### src/rtl/core/nae_pkg.sv
// shared types, constants and helper functions for the angular error pipeline
package nae_pkg;

  localparam int NREG = 6;
  localparam int SQ_STEPS = 32;
  localparam int DIV_STEPS = 30;
  localparam int CORDIC_STEPS = 30;

  localparam logic [2:0] REG_ROW0_COLS01 = 3'd0;
  localparam logic [2:0] REG_ROW0_COLS23 = 3'd1;
  localparam logic [2:0] REG_ROW1_COLS01 = 3'd2;
  localparam logic [2:0] REG_ROW1_COLS23 = 3'd3;
  localparam logic [2:0] REG_ROW2_COLS01 = 3'd4;
  localparam logic [2:0] REG_ROW2_COLS23 = 3'd5;

  localparam logic [63:0] RST_ROW0_COLS01 = 64'h0000_0000_0100_0000;
  localparam logic [63:0] RST_ROW0_COLS23 = 64'h0;
  localparam logic [63:0] RST_ROW1_COLS01 = 64'h0100_0000_0000_0000;
  localparam logic [63:0] RST_ROW1_COLS23 = 64'h0;
  localparam logic [63:0] RST_ROW2_COLS01 = 64'h0;
  localparam logic [63:0] RST_ROW2_COLS23 = 64'h0000_0000_0100_0000;

  localparam logic [31:0] PI_Q30 = 32'd3373259426;
  localparam logic [31:0] HALF_PI_Q30 = 32'd1686629713;
  localparam logic [30:0] ONE_Q30 = 31'd1073741824;
  localparam logic [60:0] ONE_Q60 = 61'h1000_0000_0000_0000;

  typedef struct packed {
    logic signed [31:0] image_x;
    logic signed [31:0] image_y;
    logic signed [31:0] world_x;
    logic signed [31:0] world_y;
    logic signed [31:0] world_z;
  } pt_t;

  typedef struct packed {
    logic [30:0] angle;
    logic        degenerate;
  } err_t;

  // row, column pair, 64-bit register
  typedef logic [2:0][1:0][63:0] pose_t;

  // normalized vectors out of the front end
  typedef struct packed {
    logic [2:0][29:0] tm;
    logic [2:0]       tn;
    logic [2:0][29:0] rm;
    logic [2:0]       rn;
    logic             degen;
  } nv_t;

  typedef struct packed {
    logic [63:0] rad;
    logic [34:0] rem;
    logic [31:0] root;
  } sq_t;

  typedef struct packed {
    logic [63:0] rem;
    logic [61:0] den;
    logic [29:0] q;
  } dv_t;

  typedef struct packed {
    logic signed [33:0] x;
    logic signed [33:0] y;
    logic signed [32:0] z;
  } cr_t;

  function automatic logic [30:0] atan_q30(input logic [4:0] i);
    logic [30:0] r;
    case (i)
      5'd0:  r = 31'd843314857;
      5'd1:  r = 31'd497837830;
      5'd2:  r = 31'd263043837;
      5'd3:  r = 31'd133525159;
      5'd4:  r = 31'd67021687;
      5'd5:  r = 31'd33543516;
      5'd6:  r = 31'd16775851;
      5'd7:  r = 31'd8388437;
      5'd8:  r = 31'd4194283;
      5'd9:  r = 31'd2097149;
      5'd10: r = 31'd1048576;
      5'd11: r = 31'd524288;
      5'd12: r = 31'd262144;
      5'd13: r = 31'd131072;
      5'd14: r = 31'd65536;
      5'd15: r = 31'd32768;
      5'd16: r = 31'd16384;
      5'd17: r = 31'd8192;
      5'd18: r = 31'd4096;
      5'd19: r = 31'd2048;
      5'd20: r = 31'd1024;
      5'd21: r = 31'd512;
      5'd22: r = 31'd256;
      5'd23: r = 31'd128;
      5'd24: r = 31'd64;
      5'd25: r = 31'd32;
      5'd26: r = 31'd16;
      5'd27: r = 31'd8;
      5'd28: r = 31'd4;
      5'd29: r = 31'd2;
      default: r = 31'd0;
    endcase
    return r;
  endfunction

  // position of the highest set bit, zero for a zero word
  function automatic logic [5:0] lead64(input logic [63:0] v);
    logic [5:0] r;
    r = 6'd0;
    for (int i = 0; i < 64; i++) begin
      if (v[i]) r = 6'(i);
    end
    return r;
  endfunction

  // bring a magnitude to the scale where bit p lands on bit 29
  function automatic logic [29:0] norm30(input logic [63:0] m, input logic [5:0] p);
    logic [63:0] s;
    if (p >= 6'd29) s = m >> (p - 6'd29);
    else s = m << (6'd29 - p);
    return s[29:0];
  endfunction

endpackage

### src/rtl/core/nae_sqrt_cell.sv
// one digit step of the integer square root chain
module nae_sqrt_cell (
  input  logic          clk,
  input  logic          en,
  input  nae_pkg::sq_t  d,
  output nae_pkg::sq_t  q
);
  import nae_pkg::*;

  logic [34:0] r2;
  logic [34:0] trial;
  sq_t         nxt;

  always_comb begin
    r2 = {d.rem[32:0], d.rad[63:62]};
    trial = {1'b0, d.root, 2'b01};
    nxt.rad = {d.rad[61:0], 2'b00};
    if (r2 >= trial) begin
      nxt.rem = r2 - trial;
      nxt.root = {d.root[30:0], 1'b1};
    end else begin
      nxt.rem = r2;
      nxt.root = {d.root[30:0], 1'b0};
    end
  end

  always_ff @(posedge clk) begin
    if (en) q <= nxt;
  end
endmodule

### config.mk
export PLATFORM = sky130hd
export DESIGN_NAME = nae_sqrt_cell
export DESIGN_NICKNAME = d
export VERILOG_FILES = /design/src/rtl/core/nae_pkg.sv /design/src/rtl/core/nae_sqrt_cell.sv
export SDC_FILE = /design/constraint.sdc
export NUM_CORES = 1
export LEC_CHECK = 0
export BUFFER_PORTS_ARGS = -buffer_cell sky130_fd_sc_hd__buf_2
export CAP_MARGIN = 20
export CORE_ASPECT_RATIO = 1.2
export CORE_MARGIN = 4
export CORE_UTILIZATION = 50
export CTS_CLUSTER_SIZE = 16
export DETAILED_ROUTE_END_ITERATION = 16
export PLACE_DENSITY = 0.92
export SLEW_MARGIN = 0
export SYNTH_ARGS = -nofsm -noshare
export SYNTH_HDL_FRONTEND = slang
export SYNTH_SLANG_ARGS = --single-unit
### constraint.sdc
create_clock -name clk -period 4.25 [get_ports clk]
set_input_delay 0.425 -clock clk [delete_from_list [all_inputs] [get_ports clk]]
set_output_delay 0.425 -clock clk [all_outputs]
set_load 0.05 [all_outputs]
==> flow_metrics.env <==
export IMPL_globalRoute_totalOverflow=0
export IMPL_clk_root_buffer_cell="clkbuf_16"
export IMPL_synthFlopType="edfxtp_1"
export IMPL_ir_drop_mv=0.278
export IMPL_maxSlewViolCount=0
export IMPL_outcome="finished clean"
export IMPL_post_layout_total_power_mw=4.17
export IMPL_path_class="in -> reg"
export IMPL_setup_total_negative_slack_ns=0
export IMPL_effective_utilization_at_floorplan=0.518
export IMPL_row_count=44
export IMPL_sequential_cell_area_fraction_in_the_yosys_report=0.612
export IMPL_netlist_area_um2=6330
export IMPL_first_pass_grt_wire_length_um=26700
export IMPL_maxSlewHeadroom=0.364
export IMPL_clock_sinks=129
export IMPL_largest_net_degree_at_the_start_of_global_routing=108
export IMPL_critical_path_maximum_fanout=44
export IMPL_placement_io_buffers=259
export IMPL_max_ffs_per_register=129
export IMPL_die_width_um=111
export IMPL_floorplan_die_height_um=131
export IMPL_timing_critical_path_to_type="flop"
export IMPL_firstDrtPassIters=5
export IMPL_critical_path_arrival_ns=3.24
export IMPL_core_area_um2=12200
export IMPL_cts_buffers_inserted=17
export IMPL_num_antenna_cells=0
export IMPL_final_period_minus_worst_setup_slack_ns=3.09
export IMPL_final_hold_violation_count=0
export IMPL_ys_ff_latch=129
export IMPL_tritoncts="yes"
export IMPL_rsz_0062_raised_after_global_routing="false"
export IMPL_worst_setup_path_start_kind="primary input"
export IMPL_drt_total_wl_um=17400
export IMPL_number_of_nets_in_the_layout=934
export IMPL_post_cts_setup_buffers=0
export IMPL_detail_route_drc_violations=0
export IMPL_dr_vias_cell=5.39
export IMPL_power_density_nw_per_um2=497
export IMPL_dr_first_iter_drc_count=366
export IMPL_floorplan_die_area_um2=14500
export IMPL_maxClockFrequency_mhz=323
export IMPL_tightestPinTransition_ns=0.955
export IMPL_postCtsHoldBufs=0
export IMPL_routed_wire_length_per_instance_um=18.5
export IMPL_syn_to_final_growth_pct=32.5
export IMPL_synth_cell_types=60
export IMPL_clk_pin_slew_worst_paths_ns=0.06
export IMPL_hpwlAfterDp_um=13300
export IMPL_setup_viol=0
export IMPL_postSynthAreaPerCell_um2=12.7
export IMPL_regMostFlops="q"
export IMPL_number_of_antenna_violations_at_the_first_check_in_global_routing=0
export IMPL_max_cap_violations=0
export IMPL_number_of_vias_in_the_routed_layout=5062
export IMPL_post_cts_resized=0
export IMPL_yosysWarnings=0
export IMPL_detail_route_antenna_nets=0
export IMPL_synth_edf_count=129
export IMPL_gp_routability_congestion=0.868
export IMPL_ctsHtreeMaxLevel=4
export IMPL_power_static_leakage_nw=3.71
export IMPL_ioPinCount=264
export IMPL_timing_final_crit_share=0.728
export IMPL_netlist_instances=499
export IMPL_hold_path_class="in -> reg"
export IMPL_grt_pass1_vias=5040
export IMPL_reg_top3="q (129)"
export IMPL_share_of_synthesized_flip_flops_with_an_asynchronous_set_or_reset=0
export IMPL_clockBufferDepth=2
export IMPL_grt_total_usage=0.236
export IMPL_critPathRequiredTime_ns=4.40
export IMPL_post_route_cells_drive_above_1_share=0.398
-- kinds of logic (layout without fill, tap and decap cells) --
group / after synthesis / after routing / synth area share
compound gates: 121 / 121 / 0.128
xor+xnor: 31 / 31 / 0.0429
fa+ha+maj: 34 / 34 / 0.0672
buf+inv: 59 / 338 / 0.0413
flops: 129 / 129 / 0.612
mux: 14 / 14 / 0.0249
other cells: 1 / 2 / 0.000593
simple gates: 110 / 110 / 0.0829
-- placed cells by master (no fill, tap or decap), drive strengths merged, types with 3 or more instances in the layout --
cell,Yosys,routed
a211oi,4,4
nand4,9,9
o21ai,22,22
mux2i,3,3
mux2,11,11
clkinv,0,3
bufinv,0,4
a311oi,3,3
o21bai,3,3
o21a,3,3
ha,34,34
xnor2,21,21
nor2b,4,4
nor2,45,45
a21oi,50,50
edfxtp,129,129
inv,46,46
nor4,4,4
nor3,10,10
a21o,8,8
a31oi,3,3
clkbuf,2,20
nand2,20,20
buf,11,261
o211ai,6,6
and3,5,5
clkinvlp,0,4
o31a,3,3
xor2,10,10
or3,4,4
-- cell usage after synthesis, types with 4 or more instances --
cell      number  share of area
nor3_1        10         0.0079
nand4_1        9         0.0089
edfxtp_1     129           0.61
nand2_1       20          0.012
xor2_1        10          0.014
nor2_1        45          0.027
inv_1         46          0.027
buf_2          4         0.0032
mux2_1         4         0.0071
xnor2_1       21          0.029
or3_1          4         0.0040
nor2b_1        4         0.0040
buf_4          5         0.0059
o21ai_0       20          0.016
ha_1          34          0.067
and3_1         5         0.0049
a21oi_1       46          0.036
o211ai_1       5         0.0059
a21o_1         8         0.0095
mux2_2         6          0.011
a21oi_2        4         0.0055
-- metal layers --
| layer | vias to the layer above | wire length, um | track usage |
|---|---|---|---|
| li1 | 2395 | - | - |
| met1 | 2388 | 6470 | 0.264 |
| met2 | 245 | 9070 | 0.417 |
| met3 | 34 | 1420 | 0.0727 |
| met4 | 0 | 436 | 0.0992 |
| met5 | - | 0 | 0 |
-- critical path, cell delays in order --
cell	delay (ns)
buf_2	0.09
inv_1	0.04
ha_1	0.44
nand4_1	0.17
nand2b_1	0.19
or3_1	0.32
a211oi_2	0.32
o31ai_2	0.16
o21ai_4	0.39
buf_12	0.28
mux2_1	0.38
-- area by class of cell --
type | count | area, um2
inverters | 46 | 173
flip-flops and latches | 129 | 3870
multi-input cells | 312 | 2200
well taps | 161 | 201
repair buffers | 261 | 1330
clock buffers | 20 | 437
clock inverters | 11 | 164
fillers | 854 | 3840
-- path summary, 6_finish.rpt --
path              start    end  depth (start not counted)  slack, ns
hold / removal    d[97]  q[99]                          1       0.19
setup / recovery  d[22]  q[36]                         11       1.16
-- power by group --
part           switching [mW]  total [mW]  leakage, nW  internal, mW
clock network           0.511        1.48        0.280         0.972
logic                   0.793        1.09         2.16         0.300
registers              0.0311        1.59         1.26          1.56
total                    1.34        4.17         3.71          2.83
-- through the flow --
step / setup WS [ns] / instances / utilization / cell area [um2] / hold slack (ns)
2_1_floorplan: 1.51 / 500 / - / 6330 / 0.524
3_3_place_gp: 0.857 / 909 / 0.637 / 7780 / 0.602
3_5_place_dp: 0.820 / 909 / 0.637 / 7780 / 0.603
4_1_cts: 1.22 / 940 / 0.686 / 8380 / 0.172
5_1_grt: 1.07 / 940 / 0.686 / 8380 / 0.173
6_report: 1.16 / 940 / 0.686 / 8380 / 0.186
Power figures use the tool's default switching activity.
