File: src/rtl/core/nae_pkg.sv
// shared types, constants and helper functions for the angular error pipeline
package nae_pkg;

  localparam int NREG = 6;
  localparam int SQ_STEPS = 32;
  localparam int DIV_STEPS = 30;
  localparam int CORDIC_STEPS = 30;

  localparam logic [2:0] REG_ROW0_COLS01 = 3'd0;
  localparam logic [2:0] REG_ROW0_COLS23 = 3'd1;
  localparam logic [2:0] REG_ROW1_COLS01 = 3'd2;
  localparam logic [2:0] REG_ROW1_COLS23 = 3'd3;
  localparam logic [2:0] REG_ROW2_COLS01 = 3'd4;
  localparam logic [2:0] REG_ROW2_COLS23 = 3'd5;

  localparam logic [63:0] RST_ROW0_COLS01 = 64'h0000_0000_0100_0000;
  localparam logic [63:0] RST_ROW0_COLS23 = 64'h0;
  localparam logic [63:0] RST_ROW1_COLS01 = 64'h0100_0000_0000_0000;
  localparam logic [63:0] RST_ROW1_COLS23 = 64'h0;
  localparam logic [63:0] RST_ROW2_COLS01 = 64'h0;
  localparam logic [63:0] RST_ROW2_COLS23 = 64'h0000_0000_0100_0000;

  localparam logic [31:0] PI_Q30 = 32'd3373259426;
  localparam logic [31:0] HALF_PI_Q30 = 32'd1686629713;
  localparam logic [30:0] ONE_Q30 = 31'd1073741824;
  localparam logic [60:0] ONE_Q60 = 61'h1000_0000_0000_0000;

  typedef struct packed {
    logic signed [31:0] image_x;
    logic signed [31:0] image_y;
    logic signed [31:0] world_x;
    logic signed [31:0] world_y;
    logic signed [31:0] world_z;
  } pt_t;

  typedef struct packed {
    logic [30:0] angle;
    logic        degenerate;
  } err_t;

  // row, column pair, 64-bit register
  typedef logic [2:0][1:0][63:0] pose_t;

  // normalized vectors out of the front end
  typedef struct packed {
    logic [2:0][29:0] tm;
    logic [2:0]       tn;
    logic [2:0][29:0] rm;
    logic [2:0]       rn;
    logic             degen;
  } nv_t;

  typedef struct packed {
    logic [63:0] rad;
    logic [34:0] rem;
    logic [31:0] root;
  } sq_t;

  typedef struct packed {
    logic [63:0] rem;
    logic [61:0] den;
    logic [29:0] q;
  } dv_t;

  typedef struct packed {
    logic signed [33:0] x;
    logic signed [33:0] y;
    logic signed [32:0] z;
  } cr_t;

  function automatic logic [30:0] atan_q30(input logic [4:0] i);
    logic [30:0] r;
    case (i)
      5'd0:  r = 31'd843314857;
      5'd1:  r = 31'd497837830;
      5'd2:  r = 31'd263043837;
      5'd3:  r = 31'd133525159;
      5'd4:  r = 31'd67021687;
      5'd5:  r = 31'd33543516;
      5'd6:  r = 31'd16775851;
      5'd7:  r = 31'd8388437;
      5'd8:  r = 31'd4194283;
      5'd9:  r = 31'd2097149;
      5'd10: r = 31'd1048576;
      5'd11: r = 31'd524288;
      5'd12: r = 31'd262144;
      5'd13: r = 31'd131072;
      5'd14: r = 31'd65536;
      5'd15: r = 31'd32768;
      5'd16: r = 31'd16384;
      5'd17: r = 31'd8192;
      5'd18: r = 31'd4096;
      5'd19: r = 31'd2048;
      5'd20: r = 31'd1024;
      5'd21: r = 31'd512;
      5'd22: r = 31'd256;
      5'd23: r = 31'd128;
      5'd24: r = 31'd64;
      5'd25: r = 31'd32;
      5'd26: r = 31'd16;
      5'd27: r = 31'd8;
      5'd28: r = 31'd4;
      5'd29: r = 31'd2;
      default: r = 31'd0;
    endcase
    return r;
  endfunction

  // position of the highest set bit, zero for a zero word
  function automatic logic [5:0] lead64(input logic [63:0] v);
    logic [5:0] r;
    r = 6'd0;
    for (int i = 0; i < 64; i++) begin
      if (v[i]) r = 6'(i);
    end
    return r;
  endfunction

  // bring a magnitude to the scale where bit p lands on bit 29
  function automatic logic [29:0] norm30(input logic [63:0] m, input logic [5:0] p);
    logic [63:0] s;
    if (p >= 6'd29) s = m >> (p - 6'd29);
    else s = m << (6'd29 - p);
    return s[29:0];
  endfunction

endpackage

File: src/rtl/core/nae_cordic_cell.sv
// one rotation of the vectoring cordic chain
module nae_cordic_cell (
  input  logic          clk,
  input  logic          en,
  input  logic [4:0]    step,
  input  nae_pkg::cr_t  d,
  output nae_pkg::cr_t  q
);
  import nae_pkg::*;

  logic signed [33:0] dx;
  logic signed [33:0] dy;
  logic signed [32:0] ang;
  cr_t                nxt;

  always_comb begin
    dx = d.y >>> step;
    dy = d.x >>> step;
    ang = $signed({2'b00, atan_q30(step)});
    if (d.y < 0) begin
      nxt.x = d.x - dx;
      nxt.y = d.y + dy;
      nxt.z = d.z - ang;
    end else begin
      nxt.x = d.x + dx;
      nxt.y = d.y - dy;
      nxt.z = d.z + ang;
    end
  end

  always_ff @(posedge clk) begin
    if (en) q <= nxt;
  end
endmodule

File: config.mk
export PLATFORM = sky130hd
export DESIGN_NAME = nae_cordic_cell
export DESIGN_NICKNAME = d
export VERILOG_FILES = /design/src/rtl/core/nae_pkg.sv /design/src/rtl/core/nae_cordic_cell.sv
export SDC_FILE = /design/constraint.sdc
export NUM_CORES = 1
export LEC_CHECK = 0
export BUFFER_PORTS_ARGS = -buffer_cell sky130_fd_sc_hd__buf_2
export CAP_MARGIN = 20
export CORE_UTILIZATION = 60
export DETAILED_ROUTE_END_ITERATION = 16
export PLACE_DENSITY = 0.83
export SYNTH_ARGS = -nofsm -noshare
export SYNTH_HDL_FRONTEND = slang
export SYNTH_SLANG_ARGS = --single-unit
File: constraint.sdc
create_clock -name clk -period 9.2 [get_ports clk]
set_input_delay 0.92 -clock clk [delete_from_list [all_inputs] [get_ports clk]]
set_output_delay 0.92 -clock clk [all_outputs]
set_load 0.02 [all_outputs]
==> results.ini, run 1 <==
[synth]
syn_area_um2 = 15700
post-synth-top-area-fraction_pct = 19.3
synth_edf_count = 101
synthCells = 1771
synth_most_common_cell = nor2_1
syn_nets = 1988
ys_seq_area_share_pct = 19.3
synth_cell_types = 92
yosys-top-cells-area = edfxtp_1 19%, mux4_2 11%, ha_1 8.5%
synth_ff_type = edfxtp_1
yosysWarnings = 0
yosysTopAreaCell = edfxtp_1
syn_avg_cell_area_um2 = 8.86
ys_ff_latch = 101
async_flop_share_pct = 0
synth_common_cells = 152 x nor2_1, 149 x a21oi_1, 139 x nand2_1

[grt]
overflow = 0
grt_util_met3_pct = 10.3
antenna_found_initial = 0
grt_max_degree = 74
grt-busiest-layer = met2
grt_pass1_vias = 14700
grt_pass1_wl_um = 84300
met2_usage_pct = 63.5
met1_usage_pct = 54.8
grt.total_usage_pct = 41.2

[critical_path]
cp.required_ns = 9.34
critical_path.max_fanout = 68
arrival_ns = 7.73
start_kind = primary input
critPathTopFamily = simple AND/OR/NAND/NOR gates
slowest_stage = a2111oi_0
crit_path_end_kind = flip-flop
worst-setup-path-type = in -> reg
crit_path_max_incr_delay_ns = 0.70
crit_buf_inv = 3

[place]
portBuffers = 208
placed_cell_area_um2 = 16800
hpwl_um = 42400
dp.cells = 2227
gp_congestion = 1.01

[drt]
final_antenna_net_count = 0
dr.pass1.iters = 8
wl_per_cell_um = 24.7
routed_wl_um = 55500
vias = 15800
post-route-drc-count = 0
drt_iter0_markers = 2555
vias_per_cell = 7.03

[floorplanning]
die_w_um = 164
start_util_pct = 61.8
fp-row-count = 58
io_pins = 209
die_h_um = 164
core_area_um2 = 25400
die-area_um2 = 26800

[clocking]
root_buffer = clkbuf_16
htree_num_levels = 3
post_cts_buffers = 0
ctsResizeCount = 0
cts_hold_buf = 0
cts_sinks = 101
numCtsBuffers = 9
cts_tree = done
clockBufferDepth = 2
clk_pin_slew_worst_paths_ns = 0.09

[sta]
whs_ns = 0.904
setup_viol = 0
grt_setup_unrepaired = no
period_share_pct = 82.5
final.setup.tns_ns = 0
clock.fmax_ghz = 0.132
worst_slew_pin_slew_ns = 1.28
relSlewSlack_pct = 14.4
hold_viol_final = 0
slew_viol_final = 0
fin_crit_ns = 7.59

[finish]
syn2layout_area_growth_pct = 9.11
drive_above_1_share_pct = 19.8
fin_area_um2 = 17100
multi_input_area_um2 = 11900
regArea_um2 = 3030
instances_no_fill = 2244
diodes = 0
top_regs = q (101)
num-fill-cells = 2092
final_util_pct = 67.4
largest_reg_flops = 101
top_register = q
nNetsFinal = 2126

[power]
powerDensity_nw_per_um2 = 161
p_leak_nw = 7.09
ir_drop_mv = 0.139

[outcome]
outcome = finished clean

[min_path]
hold_class = in -> reg

[flow_run]
maxCapViolCount = 0

[per-layer routing]
| metal | part of all wire (%) | wire [um] |
|---|---|---|
| met1 | 39 | 21800 |
| met2 | 45 | 24700 |
| met3 | 12 | 6620 |
| met4 | 4.3 | 2400 |
| met5 | 0 | 0 |
[final timing paths]
kind / startpoint / to / slack [ns] / depth (start not counted)
min: d[33] / q[33] / 0.90 / 2
max: step[0] / q[32] / 1.61 / 25
[stage by stage]
step,total power [mW],worst slack (ns)
after global placement,2.23,1.50
after global routing,2.90,0.852
after floorplan,1.84,1.81
after detailed placement,2.27,1.29
final,2.76,1.61
after CTS,2.73,1.67
[layout by cell type (no fill, tap or decap), types with 9 or more instances in the layout]
master / count
and3_1: 17
buf_2: 204
mux4_2: 75
o22ai_1: 27
mux2_2: 29
mux2i_1: 55
inv_1: 48
edfxtp_1: 101
ha_1: 106
buf_4: 24
xnor2_1: 106
o211ai_1: 14
nand2b_1: 24
nand2_1: 139
a21oi_1: 149
xor2_1: 62
nor4_1: 15
nor2b_1: 25
a31oi_1: 26
o21ai_0: 82
or3_1: 13
and2_1: 20
mux4_1: 14
clkbuf_16: 9
o21bai_1: 12
a22oi_1: 22
nor2_1: 152
a211oi_1: 13
nand3_1: 47
o21a_1: 25
a21o_1: 53
nor3_1: 30
[cells by family (layout without fill, tap and decap cells)]
family	count (synthesis)	count (layout)	synth area share (%)
buffers and inverters	157	300	4.92
and+or+nand+nor	535	535	16.7
DFF	101	101	19.3
xor gates and xnor gates	168	168	9.38
AOI/OAI and AO/OA	526	526	21.9
muxes	175	175	18.9
adders and majority gates	109	109	8.84
[cell type report]
type / instances / share of cell area, %
multi-input combinational: 1513 / 69.5
sequential: 101 / 17.7
timing repair buffer: 232 / 7.39
tap: 330 / 2.41
clock buffer: 10 / 1.34
inverter: 52 / 1.14
clock inverter: 6 / 0.541
[power by group]
group / internal, mW / total, mW / switching (mW)
registers: 0.683 / 0.710 / 0.0273
logic: 0.615 / 1.59 / 0.980
clock network: 0.242 / 0.455 / 0.214
total: 1.54 / 2.76 / 1.22
No activity file was read; power rests on OpenSTA's default activity.
==> inputs of run 2 (changes only) <==
==> constraint.sdc (replaced) <==
create_clock -name clk -period 7.25 [get_ports clk]
set_input_delay 0.725 -clock clk [delete_from_list [all_inputs] [get_ports clk]]
set_output_delay 0.725 -clock clk [all_outputs]
set_load 0.02 [all_outputs]
==> run 2 against run 1 <==
Clock power increased by 19%. Critical path depth decreased by 1. Die area unchanged. Sequential share of layout area decreased by 0.43 points. Sequential power increased by 27%. Critical path type unchanged. Highest routed layer unchanged.
==> results.ini, run 2 (same netlist as run 1, synthesis figures left out) <==
[floorplanning]
die-area_um2 = 26800  ; unchanged
core_area_um2 = 25400  ; unchanged
io_pins = 209  ; unchanged
die_h_um = 164  ; unchanged
start_util_pct = 61.8  ; unchanged
die_w_um = 164  ; unchanged
fp-row-count = 58  ; unchanged

[clocking]
clockBufferDepth = 2  ; unchanged
htree_num_levels = 3  ; unchanged
ctsResizeCount = 0  ; unchanged
cts_hold_buf = 0  ; unchanged
root_buffer = clkbuf_16
cts_sinks = 101  ; unchanged
clk_pin_slew_worst_paths_ns = 0.08  ; about the same
cts_tree = done
numCtsBuffers = 9  ; unchanged
post_cts_buffers = 0  ; unchanged

[grt]
grt_max_degree = 64  ; -14%
antenna_found_initial = 0  ; unchanged
grt.total_usage_pct = 42.3  ; +1.0 points
grt_pass1_vias = 15300  ; +4.1%
grt_pass1_wl_um = 86600  ; +2.7%
overflow = 0  ; unchanged

[sta]
slew_viol_final = 0  ; unchanged
final.setup.tns_ns = 0  ; unchanged
fin_crit_ns = 6.80
clock.fmax_ghz = 0.147
period_share_pct = 93.8
relSlewSlack_pct = 25.8  ; +11 points
worst_slew_pin_slew_ns = 1.11  ; -0.178 ns
grt_setup_unrepaired = no
setup_viol = 0  ; unchanged
hold_viol_final = 0  ; unchanged
setup_ws_ns = 0.447  ; -1.17 ns

[power]
powerDensity_nw_per_um2 = 201  ; +25%
switching_share_pct = 44.5  ; +0.29 points
p_clk_share_pct = 15.4  ; -1.1 points
p_leak_nw = 7.37  ; +3.9%
p_sw_mw = 1.57  ; +29%
seqPwrFrac_pct = 25.6  ; about the same
total_power_mw = 3.52  ; +28%
ir_drop_mv = 0.177  ; +27%
internal_power_mw = 1.95  ; +27%
p_comb_share_pct = 59.0  ; +1.2 points

[critical_path]
crit_path_max_incr_delay_ns = 0.64  ; -0.06 ns
crit_path_end_kind = flip-flop
worst-setup-path-type = in -> reg
critical_path.max_fanout = 46  ; -32%
arrival_ns = 6.93  ; -0.80 ns
slowest_stage = mux4_1
start_kind = primary input
path_cells = buf_6, mux4_1, mux2_2, a21oi_1, mux2_2, ha_1, inv_1, or3b_2, nor4b_2, inv_1, nor4_1, mux2i_1, o22ai_1, ha_1, a21o_1, a21o_1, a21oi_1, a21boi_0, o22ai_1, or3b_2, nand3_1, and3_1, o21ai_0, xnor2_1
cp.required_ns = 7.37  ; -1.97 ns

[min_path]
hold_class = in -> reg

[drt]
dr.pass1.iters = 7  ; -1
post-route-drc-count = 0  ; unchanged
drt_iter0_markers = 2352  ; -7.9%
wl_per_cell_um = 24.8  ; +0.27%
routed_wl_um = 57000  ; +2.8%
final_antenna_net_count = 0  ; unchanged
vias = 16200  ; +2.4%
vias_per_cell = 7.02  ; -0.10%

[place]
gp_congestion = 1.07  ; +6.0%
placed_cell_area_um2 = 17200  ; +2.7%
pre_cts_ws_ns = 0.171  ; -1.12 ns
hpwl_um = 44000  ; +3.8%
portBuffers = 208  ; unchanged

[finish]
fin_area_um2 = 17500  ; +2.5%
layout_commonest_cell = buf_2
final_util_pct = 69.1  ; +1.7 points
largest_reg_flops = 101  ; unchanged
top_register = q
drive_above_1_share_pct = 22.2  ; +2.4 points
syn2layout_area_growth_pct = 11.8
nNetsFinal = 2182  ; +2.6%
final_cell_mix = 204 x buf_2, 152 x nor2_1, 149 x a21oi_1
top_regs = q (101)

[flow_run]
maxCapViolCount = 0  ; unchanged

[outcome]
outcome = finished clean

==> run 2: cell types whose count changed in the layout (fill, tap and decap cells not counted), sizes merged <==
| cell | change |
|---|---|
| clkinv | +2 |
| clkbuf | -1 |
| dlymetal6s2s | -1 |
| bufinv | -1 |
| clkinvlp | -1 |
| diode | +1 |
| buf | +57 |
| inv | +1 |
==> run 2: worst paths after layout <==
path / from / end / slack (ns) / cells after the start
max: step[0] / q[66] / 0.45 / 24
min: d[33] / q[33] / 0.69 / 2
==> run 2: power groups by stage <==
| stage | Sequential [mW] | Clock [mW] | Combinational [mW] |
|---|---|---|---|
| global route | 0.918 | 0.557 | 2.23 |
| CTS | 0.904 | 0.541 | 2.03 |
| finish | 0.901 | 0.542 | 2.08 |
| detailed placement | 0.914 | 0 | 2.01 |
| floorplan | 1.12 | 0 | 1.21 |
| global placement | 0.910 | 0 | 1.97 |
==> run 2: worst max-delay path, delay by kind of cell <==
family,cells,cell delay [ns]
adder cells (fa/ha/maj),2,0.55
XOR/XNOR,1,0.15
AND/OR/NAND/NOR,6,2.25
AO/OA/AOI/OAI,8,1.31
buffers and inverters,3,0.54
multiplexers,4,1.36
==> run 2: area by class of cell <==
class / count / area [um2]
antenna: 1 / 2.50
fill: 2027 / 7850
tap: 330 / 413
clock buffer: 9 / 225
multi-input combinational: 1513 / 11900
sequential: 101 / 3030
inverter: 52 / 195
timing repair buffer: 288 / 1710
clock inverter: 7 / 82.6
==> run 2: routing by layer <==
metal	vias to the layer above	wire length [um]	share of wire [%]	track usage [%]
met3	203	6900	12	11.1
li1	7181	-	-	-
met4	0	2770	4.9	19.9
met2	1136	25100	44	64.8
met1	7641	22300	39	55.5
met5	-	0	0	0
==> run 2: per-stage QoR <==
stage	cells	hold WS, ns
after global placement	2284	1.08
after global routing	2300	0.702
after CTS	2300	0.688
after detailed placement	2284	1.06
final	2301	0.693
after floorplan	1771	0.837
