## src/rtl/core/nae_pkg.sv

```systemverilog
// shared types, constants and helper functions for the angular error pipeline
package nae_pkg;

  localparam int NREG = 6;
  localparam int SQ_STEPS = 32;
  localparam int DIV_STEPS = 30;
  localparam int CORDIC_STEPS = 30;

  localparam logic [2:0] REG_ROW0_COLS01 = 3'd0;
  localparam logic [2:0] REG_ROW0_COLS23 = 3'd1;
  localparam logic [2:0] REG_ROW1_COLS01 = 3'd2;
  localparam logic [2:0] REG_ROW1_COLS23 = 3'd3;
  localparam logic [2:0] REG_ROW2_COLS01 = 3'd4;
  localparam logic [2:0] REG_ROW2_COLS23 = 3'd5;

  localparam logic [63:0] RST_ROW0_COLS01 = 64'h0000_0000_0100_0000;
  localparam logic [63:0] RST_ROW0_COLS23 = 64'h0;
  localparam logic [63:0] RST_ROW1_COLS01 = 64'h0100_0000_0000_0000;
  localparam logic [63:0] RST_ROW1_COLS23 = 64'h0;
  localparam logic [63:0] RST_ROW2_COLS01 = 64'h0;
  localparam logic [63:0] RST_ROW2_COLS23 = 64'h0000_0000_0100_0000;

  localparam logic [31:0] PI_Q30 = 32'd3373259426;
  localparam logic [31:0] HALF_PI_Q30 = 32'd1686629713;
  localparam logic [30:0] ONE_Q30 = 31'd1073741824;
  localparam logic [60:0] ONE_Q60 = 61'h1000_0000_0000_0000;

  typedef struct packed {
    logic signed [31:0] image_x;
    logic signed [31:0] image_y;
    logic signed [31:0] world_x;
    logic signed [31:0] world_y;
    logic signed [31:0] world_z;
  } pt_t;

  typedef struct packed {
    logic [30:0] angle;
    logic        degenerate;
  } err_t;

  // row, column pair, 64-bit register
  typedef logic [2:0][1:0][63:0] pose_t;

  // normalized vectors out of the front end
  typedef struct packed {
    logic [2:0][29:0] tm;
    logic [2:0]       tn;
    logic [2:0][29:0] rm;
    logic [2:0]       rn;
    logic             degen;
  } nv_t;

  typedef struct packed {
    logic [63:0] rad;
    logic [34:0] rem;
    logic [31:0] root;
  } sq_t;

  typedef struct packed {
    logic [63:0] rem;
    logic [61:0] den;
    logic [29:0] q;
  } dv_t;

  typedef struct packed {
    logic signed [33:0] x;
    logic signed [33:0] y;
    logic signed [32:0] z;
  } cr_t;

  function automatic logic [30:0] atan_q30(input logic [4:0] i);
    logic [30:0] r;
    case (i)
      5'd0:  r = 31'd843314857;
      5'd1:  r = 31'd497837830;
      5'd2:  r = 31'd263043837;
      5'd3:  r = 31'd133525159;
      5'd4:  r = 31'd67021687;
      5'd5:  r = 31'd33543516;
      5'd6:  r = 31'd16775851;
      5'd7:  r = 31'd8388437;
      5'd8:  r = 31'd4194283;
      5'd9:  r = 31'd2097149;
      5'd10: r = 31'd1048576;
      5'd11: r = 31'd524288;
      5'd12: r = 31'd262144;
      5'd13: r = 31'd131072;
      5'd14: r = 31'd65536;
      5'd15: r = 31'd32768;
      5'd16: r = 31'd16384;
      5'd17: r = 31'd8192;
      5'd18: r = 31'd4096;
      5'd19: r = 31'd2048;
      5'd20: r = 31'd1024;
      5'd21: r = 31'd512;
      5'd22: r = 31'd256;
      5'd23: r = 31'd128;
      5'd24: r = 31'd64;
      5'd25: r = 31'd32;
      5'd26: r = 31'd16;
      5'd27: r = 31'd8;
      5'd28: r = 31'd4;
      5'd29: r = 31'd2;
      default: r = 31'd0;
    endcase
    return r;
  endfunction

  // position of the highest set bit, zero for a zero word
  function automatic logic [5:0] lead64(input logic [63:0] v);
    logic [5:0] r;
    r = 6'd0;
    for (int i = 0; i < 64; i++) begin
      if (v[i]) r = 6'(i);
    end
    return r;
  endfunction

  // bring a magnitude to the scale where bit p lands on bit 29
  function automatic logic [29:0] norm30(input logic [63:0] m, input logic [5:0] p);
    logic [63:0] s;
    if (p >= 6'd29) s = m >> (p - 6'd29);
    else s = m << (6'd29 - p);
    return s[29:0];
  endfunction

endpackage

```

## src/rtl/core/nae_div_cell.sv

```systemverilog
// one quotient bit of the restoring divider chain
module nae_div_cell (
  input  logic          clk,
  input  logic          en,
  input  nae_pkg::dv_t  d,
  output nae_pkg::dv_t  q
);
  import nae_pkg::*;

  logic [63:0] r2;
  dv_t         nxt;

  always_comb begin
    r2 = {d.rem[62:0], 1'b0};
    nxt.den = d.den;
    if (r2 >= {2'b00, d.den}) begin
      nxt.rem = r2 - {2'b00, d.den};
      nxt.q = {d.q[28:0], 1'b1};
    end else begin
      nxt.rem = r2;
      nxt.q = {d.q[28:0], 1'b0};
    end
  end

  always_ff @(posedge clk) begin
    if (en) q <= nxt;
  end
endmodule

```

## config.mk

```make
export PLATFORM = sky130hd
export DESIGN_NAME = nae_div_cell
export DESIGN_NICKNAME = d
export VERILOG_FILES = /design/src/rtl/core/nae_pkg.sv /design/src/rtl/core/nae_div_cell.sv
export SDC_FILE = /design/constraint.sdc
export NUM_CORES = 1
export LEC_CHECK = 0
export BUFFER_PORTS_ARGS = -buffer_cell sky130_fd_sc_hd__buf_4
export CORE_MARGIN = 1.5
export CORE_UTILIZATION = 40
export DETAILED_ROUTE_END_ITERATION = 7
export PLACE_DENSITY = 0.71
export SLEW_MARGIN = 20
export SYNTH_ARGS = -nofsm -noshare
export SYNTH_HDL_FRONTEND = slang
export SYNTH_SLANG_ARGS = --single-unit
```

## constraint.sdc

```tcl
create_clock -name clk -period 4.25 [get_ports clk]
set_input_delay 1.275 -clock clk [delete_from_list [all_inputs] [get_ports clk]]
set_output_delay 1.275 -clock clk [all_outputs]
set_load 0.05 [all_outputs]
```

==> flow_metrics.env, run 1 <==
export IMPL_worstPathArrival_ps=4210
export IMPL_yosysUniqueCellTypes=64
export IMPL_grt_max_degree=59
export IMPL_dp_cells=1663
export IMPL_fp_coreArea_um2=23400
export IMPL_critPathSlowestCell="o2111ai_1"
export IMPL_die_y_um=157
export IMPL_first_pass_iters=5
export IMPL_critPathMostFrequentCell="buf_4"
export IMPL_dieArea_um2=24800
export IMPL_mostFrequentLayoutCell="buf_4"
export IMPL_gp_congestion=0.878
export IMPL_vias=8739
export IMPL_power_density_nw_per_um2=406
export IMPL_holdCritPathClass="input pin to flop"
export IMPL_die_x_um=157
export IMPL_path_clk_slew_ps=70
export IMPL_synth_compound_area_frac=0.194
export IMPL_std_cell_rows=56
export IMPL_cts_htree_levels=4
export IMPL_layout_cells_non_filler=1694
export IMPL_fmax_ghz=0.247
export IMPL_synth_top_family_by_area="compound AO/OA/AOI/OAI gates"
export IMPL_dp_hpwl_um=22700
export IMPL_layout_nets=1584
export IMPL_largest_register_ffs=156
export IMPL_numCtsBuffers=17
export IMPL_netlist_area_um2=9540
export IMPL_post_cts_buffers=0
export IMPL_total_power_mw=5.54
export IMPL_critPathKind="input pin to flop"
export IMPL_rsz0062_at_grt="no"
export IMPL_drive_above_1_share=0.346
export IMPL_final_cell_mix="buf_4, edfxtp_1, a21oi_1, nor2_1, nand2_1"
export IMPL_syn_avg_cell_area_um2=9.95
export IMPL_io_buffers=311
export IMPL_synth_flop_cell="edfxtp_1"
export IMPL_power_leakage_nw=6.07
export IMPL_hp_start="d[12]"
export IMPL_maxCapViolations=0
export IMPL_critical_path_cell_chain="buf_4 > inv_1 > ha_1 > buf_4 > a21o_1 > a21oi_1 > buf_4 > a211oi_1 > o2111ai_1 > a31oi_1 > buf_4 > a31o_2 > a41oi_2 > nor4b_1 > nor3b_1"
export IMPL_hold_buffers=0
export IMPL_initial_core_util=0.407
export IMPL_path_max_fanout=4
export IMPL_grt_pass1_wl_um=43600
export IMPL_clock_sinks=156
export IMPL_wl_um=28500
export IMPL_track_usage=0.227
export IMPL_nFillCells=2085
export IMPL_cp_required_ps=4420
export IMPL_synth_edf_count=156
export IMPL_finalHoldViolCount=0
export IMPL_syn_nets=1179
export IMPL_reg_top3="q (156)"
export IMPL_n_antenna_cell=0
export IMPL_synthSimpleGateAreaFrac=0.131
export IMPL_min_to="q[13]$_DFFE_PP_"
export IMPL_muxShareOfSynthArea=0.00433
export IMPL_antenna_found_initial=0
export IMPL_ys_ff_latch=156
export IMPL_setup_viol=0
export IMPL_tightest_slew_ps=554
export IMPL_tritoncts="built"
export IMPL_detail_route_iter0_violations=618
export IMPL_netlist_instances=958
export IMPL_drc=0
export IMPL_viasPerCell=5.16
export IMPL_wl_per_cell_um=16.8
export IMPL_ant_nets=0
export IMPL_async_reset_ff_frac=0
export IMPL_fin_crit_sh=0.951
export IMPL_grt_pass1_vias=8437
export IMPL_ios=314
export IMPL_grt_ovfl_total=0
export IMPL_period_needed_ps=4040
export IMPL_cts_root_buf="clkbuf_16"
export IMPL_worst_hold_path_num_cells=1
export IMPL_regMostFlops="q"
export IMPL_area_growth_pct=43.1
export IMPL_synthXorXnorAreaFrac=0.0487
export IMPL_cp_end_kind="flop"
export IMPL_yosysWarnings=0
export IMPL_slew_limit_headroom=0.621
export IMPL_outcome="complete, no violations"
export IMPL_ys_seq_area_frac=0.491
export IMPL_slew_violations=0
export IMPL_peakVddDrop_uv=239
export IMPL_critPathMaxStageDelay_ps=380
export IMPL_synthAdderAreaFrac=0.0835
export IMPL_clockBufferDepth=2
export IMPL_startpoint_type="input pin"
## report_power, final
group	switching (mW)	leakage, nW	internal (mW)
Clock	0.715	0.285	0.887
Sequential	0.0475	1.53	1.91
Combinational	1.26	4.26	0.711
## cell families (layout without fill, tap and decap cells)
| logic type | after synthesis | in the layout |
|---|---|---|
| adder cells (fa/ha/maj) | 63 | 63 |
| multiplexers | 4 | 4 |
| AO/OA/AOI/OAI | 300 | 300 |
| buffers and inverters | 115 | 532 |
| XOR/XNOR | 53 | 53 |
| flip-flops | 156 | 156 |
| AND/OR/NAND/NOR | 267 | 267 |
## synth_stat cells, types with 4 or more instances
master,n,share of area
o21ai_1,6,0.0031
a31oi_1,9,0.0059
nand4_1,16,0.010
nor4_1,4,0.0026
a21boi_0,6,0.0047
nor2_1,82,0.032
ha_1,62,0.081
nor3_1,26,0.014
buf_2,14,0.0073
and2_1,6,0.0039
o21a_1,9,0.0071
nor2b_1,9,0.0059
edfxtp_1,156,0.49
and3_1,4,0.0026
o21ai_0,44,0.023
inv_1,76,0.030
o21bai_1,21,0.017
a211oi_1,7,0.0055
clkbuf_1,23,0.0091
nand2b_1,4,0.0026
o22ai_1,4,0.0026
a21o_1,26,0.020
xnor2_1,32,0.029
nand2_1,80,0.031
a21oi_1,129,0.068
nand3_1,14,0.0073
xor2_1,21,0.019
o31ai_1,11,0.0087
o211ai_1,5,0.0039
## stage by stage
| stage | TNS [ps] | utilization | instance area [um^2] | hold WS (ps) | worst slack, ps |
|---|---|---|---|---|---|
| final | 0 | 0.583 | 13600 | 1020 | 208 |
| after global routing | 0 | 0.583 | 13600 | 1000 | 32.0 |
| after CTS | 0 | 0.582 | 13600 | 1000 | 122 |
| after detailed placement | -3150 | 0.556 | 13000 | 1450 | -298 |
| after global placement | -3010 | 0.556 | 13000 | 1450 | -240 |
| after floorplan | 0 | - | 9540 | 1370 | 313 |
## area by class of cell
type / count / area, um^2 / area share
clock inverters: 14 / 179 / 0.0131
multi-input cells: 687 / 4420 / 0.324
well taps: 319 / 399 / 0.0293
repair buffers: 424 / 3250 / 0.238
inverters: 77 / 289 / 0.0212
clock buffers: 17 / 425 / 0.0312
flip-flops and latches: 156 / 4680 / 0.343
## critical path: cells and delay by family
kind | cells | cell delay [ps]
and+or+nand+nor | 2 | 370
AOI/OAI and AO/OA | 7 | 1610
buffers and inverters | 5 | 620
adders and majority gates | 1 | 320
## timing repair
action                                  in CTS  in global routing
endpoints found under the setup margin       0                  5
endpoints found under the hold margin        0                  0
resized for setup                            0                  3
## worst max path at each step
stage,slack (ps),end,cells past startpoint,start
final,210,q[151]$_DFFE_PP_,15,d[33]
after global routing,30,q[151]$_DFFE_PP_,15,d[33]
after CTS,120,q[151]$_DFFE_PP_,15,d[33]
after detailed placement,-300,q[151]$_DFFE_PP_,15,d[33]
after global placement,-240,q[151]$_DFFE_PP_,15,d[33]
after floorplan,310,q[154]$_DFFE_PP_,11,d[81]
## metal layers
metal | vias up | GRT usage | wire length [um]
met3 | 35 | 0.0471 | 2000
met2 | 321 | 0.383 | 13700
li1 | 4318 | - | -
met5 | - | 0 | 0
met4 | 0 | 0.0687 | 534
met1 | 4065 | 0.293 | 12200
Note: power is estimated with default switching activity, not from simulation.
==> run 2: changes to the inputs <==
CTS_BUF_LIST = sky130_fd_sc_hd__clkbuf_2   (was not set)
GPL_TIMING_DRIVEN = 1   (was not set)
SLEW_MARGIN = not set   (was 20)
==> run 2 against run 1 <==
Via count is 0.35% lower. Sequential power hardly changed. Final cell count hardly changed. Worst hold slack worse by 360 ps.
==> flow_metrics.env, run 2 (same netlist as run 1, synthesis figures left out) <==
export IMPL_fin_crit_sh=0.895
export IMPL_cp_required_ps=4800
export IMPL_power_leakage_nw=5.93
export IMPL_place_area_um2=13000
export IMPL_holdCritPathClass="input pin to flop"
export IMPL_rsz0062_at_grt="no"
export IMPL_maxCapViolations=0
export IMPL_dieArea_um2=24800
export IMPL_peakVddDrop_uv=157
export IMPL_tightest_slew_ps=574
export IMPL_p_int_mw=2.91
export IMPL_clockBufferDepth=2
export IMPL_final_cell_mix="buf_4, edfxtp_1, a21oi_1, nor2_1, nand2_1"
export IMPL_slew_violations=0
export IMPL_area_growth_pct=39.4
export IMPL_hold_buffers=0
export IMPL_wl_per_cell_um=16.7
export IMPL_fmax_ghz=0.263
export IMPL_die_x_um=157
export IMPL_slew_limit_headroom=0.614
export IMPL_drc=0
export IMPL_gp_congestion=0.878
export IMPL_drive_above_1_share=0.344
export IMPL_detail_route_iter0_violations=589
export IMPL_vias=8708
export IMPL_cts_htree_levels=4
export IMPL_outcome="complete, no violations"
export IMPL_post_cts_resized=0
export IMPL_p_comb_frac=0.405
export IMPL_dp_hpwl_um=22700
export IMPL_ant_nets=0
export IMPL_worstPathArrival_ps=4360
export IMPL_largest_register_ffs=156
export IMPL_clockPowerShare=0.192
export IMPL_design_area_um2=13300
export IMPL_grt_max_degree=59
export IMPL_p_sw_mw=1.95
export IMPL_post_cts_buffers=0
export IMPL_cp_end_kind="flop"
export IMPL_grt_pass1_vias=8362
export IMPL_startpoint_type="input pin"
export IMPL_grt_ovfl_total=0
export IMPL_nFillCells=2123
export IMPL_period_needed_ps=3800
export IMPL_cts_root_buf="clkbuf_2"
export IMPL_critPathKind="input pin to flop"
export IMPL_switching_share=0.400
export IMPL_setup_viol=0
export IMPL_total_power_mw=4.86
export IMPL_fp_coreArea_um2=23400
export IMPL_ios=314
export IMPL_path_clk_slew_ps=290
export IMPL_mostFrequentLayoutCell="buf_4"
export IMPL_clock_sinks=156
export IMPL_viasPerCell=5.14
export IMPL_numCtsBuffers=17
export IMPL_power_frac_seq=0.403
export IMPL_grt_pass1_wl_um=43200
export IMPL_path_max_fanout=4
export IMPL_worst_hold_path_num_cells=1
export IMPL_wl_um=28300
export IMPL_regMostFlops="q"
export IMPL_power_density_nw_per_um2=366
export IMPL_final_core_utilization=0.568
export IMPL_register_area_um2=4680
export IMPL_tritoncts="built"
export IMPL_initial_core_util=0.407
export IMPL_finalHoldViolCount=0
export IMPL_die_y_um=157
export IMPL_std_cell_rows=56
export IMPL_reg_top3="q (156)"
export IMPL_layout_nets=1584
export IMPL_multi_input_area_um2=4400
export IMPL_first_pass_iters=5
export IMPL_antenna_found_initial=1
export IMPL_io_buffers=311
export IMPL_track_usage=0.225
export IMPL_fin_tns_setup_ps=0
[run 2: cell count changes in the layout (fill, tap and decap cells not counted), sizes merged]
cell	before	now
diode	0	1
[run 2: per-layer routing]
metal | share of wire | vias to the layer above | GRT usage
met5 | 0 | - | 0
met4 | 0.018 | 0 | 0.0620
met3 | 0.070 | 27 | 0.0542
met2 | 0.48 | 304 | 0.379
met1 | 0.43 | 4068 | 0.289
li1 | - | 4309 | -
[run 2: worst max-delay path: stages]
cell and delay, ps:
buf_4 80, inv_1 40, ha_1 320, buf_4 150, a21o_1 150, a21oi_1 260
buf_4 170, a211oi_1 90, o2111ai_1 370, a31oi_1 150, buf_4 180, a31o_2 290
a41oi_1 440, nor4b_1 280, nor3b_1 100
[run 2: final timing paths]
path,start,to,slack (ps)
hold / removal,d[12],q[13]$_DFFE_PP_,660
setup / recovery,d[33],q[151]$_DFFE_PP_,450
[run 2: through the flow]
step / setup slack, ps / std cells / hold slack (ps)
4_1_cts: 567 / 1694 / 598
3_5_place_dp: -298 / 1663 / 1450
5_1_grt: 263 / 1695 / 574
2_1_floorplan: 313 / 958 / 1370
3_3_place_gp: -240 / 1663 / 1450
6_report: 447 / 1695 / 661
[run 2: cell type report]
| type | count | area share |
|---|---|---|
| Antenna cell | 1 | 0.000188 |
| Multi-Input combinational cell | 687 | 0.331 |
| Sequential cell | 156 | 0.353 |
| Clock buffer | 17 | 0.00640 |
| Inverter | 77 | 0.0217 |
| Clock inverter | 14 | 0.0135 |
| Timing Repair Buffer | 424 | 0.245 |
| Tap cell | 319 | 0.0300 |
[run 2: power groups by stage]
stage	Clock, mW	Combinational [mW]	Sequential (mW)
after floorplan	0	0.610	2.62
after global placement	0	1.94	1.99
after detailed placement	0	1.96	2.00
after CTS	0.957	1.97	1.96
after global routing	1.00	2.10	1.98
final	0.932	1.97	1.96
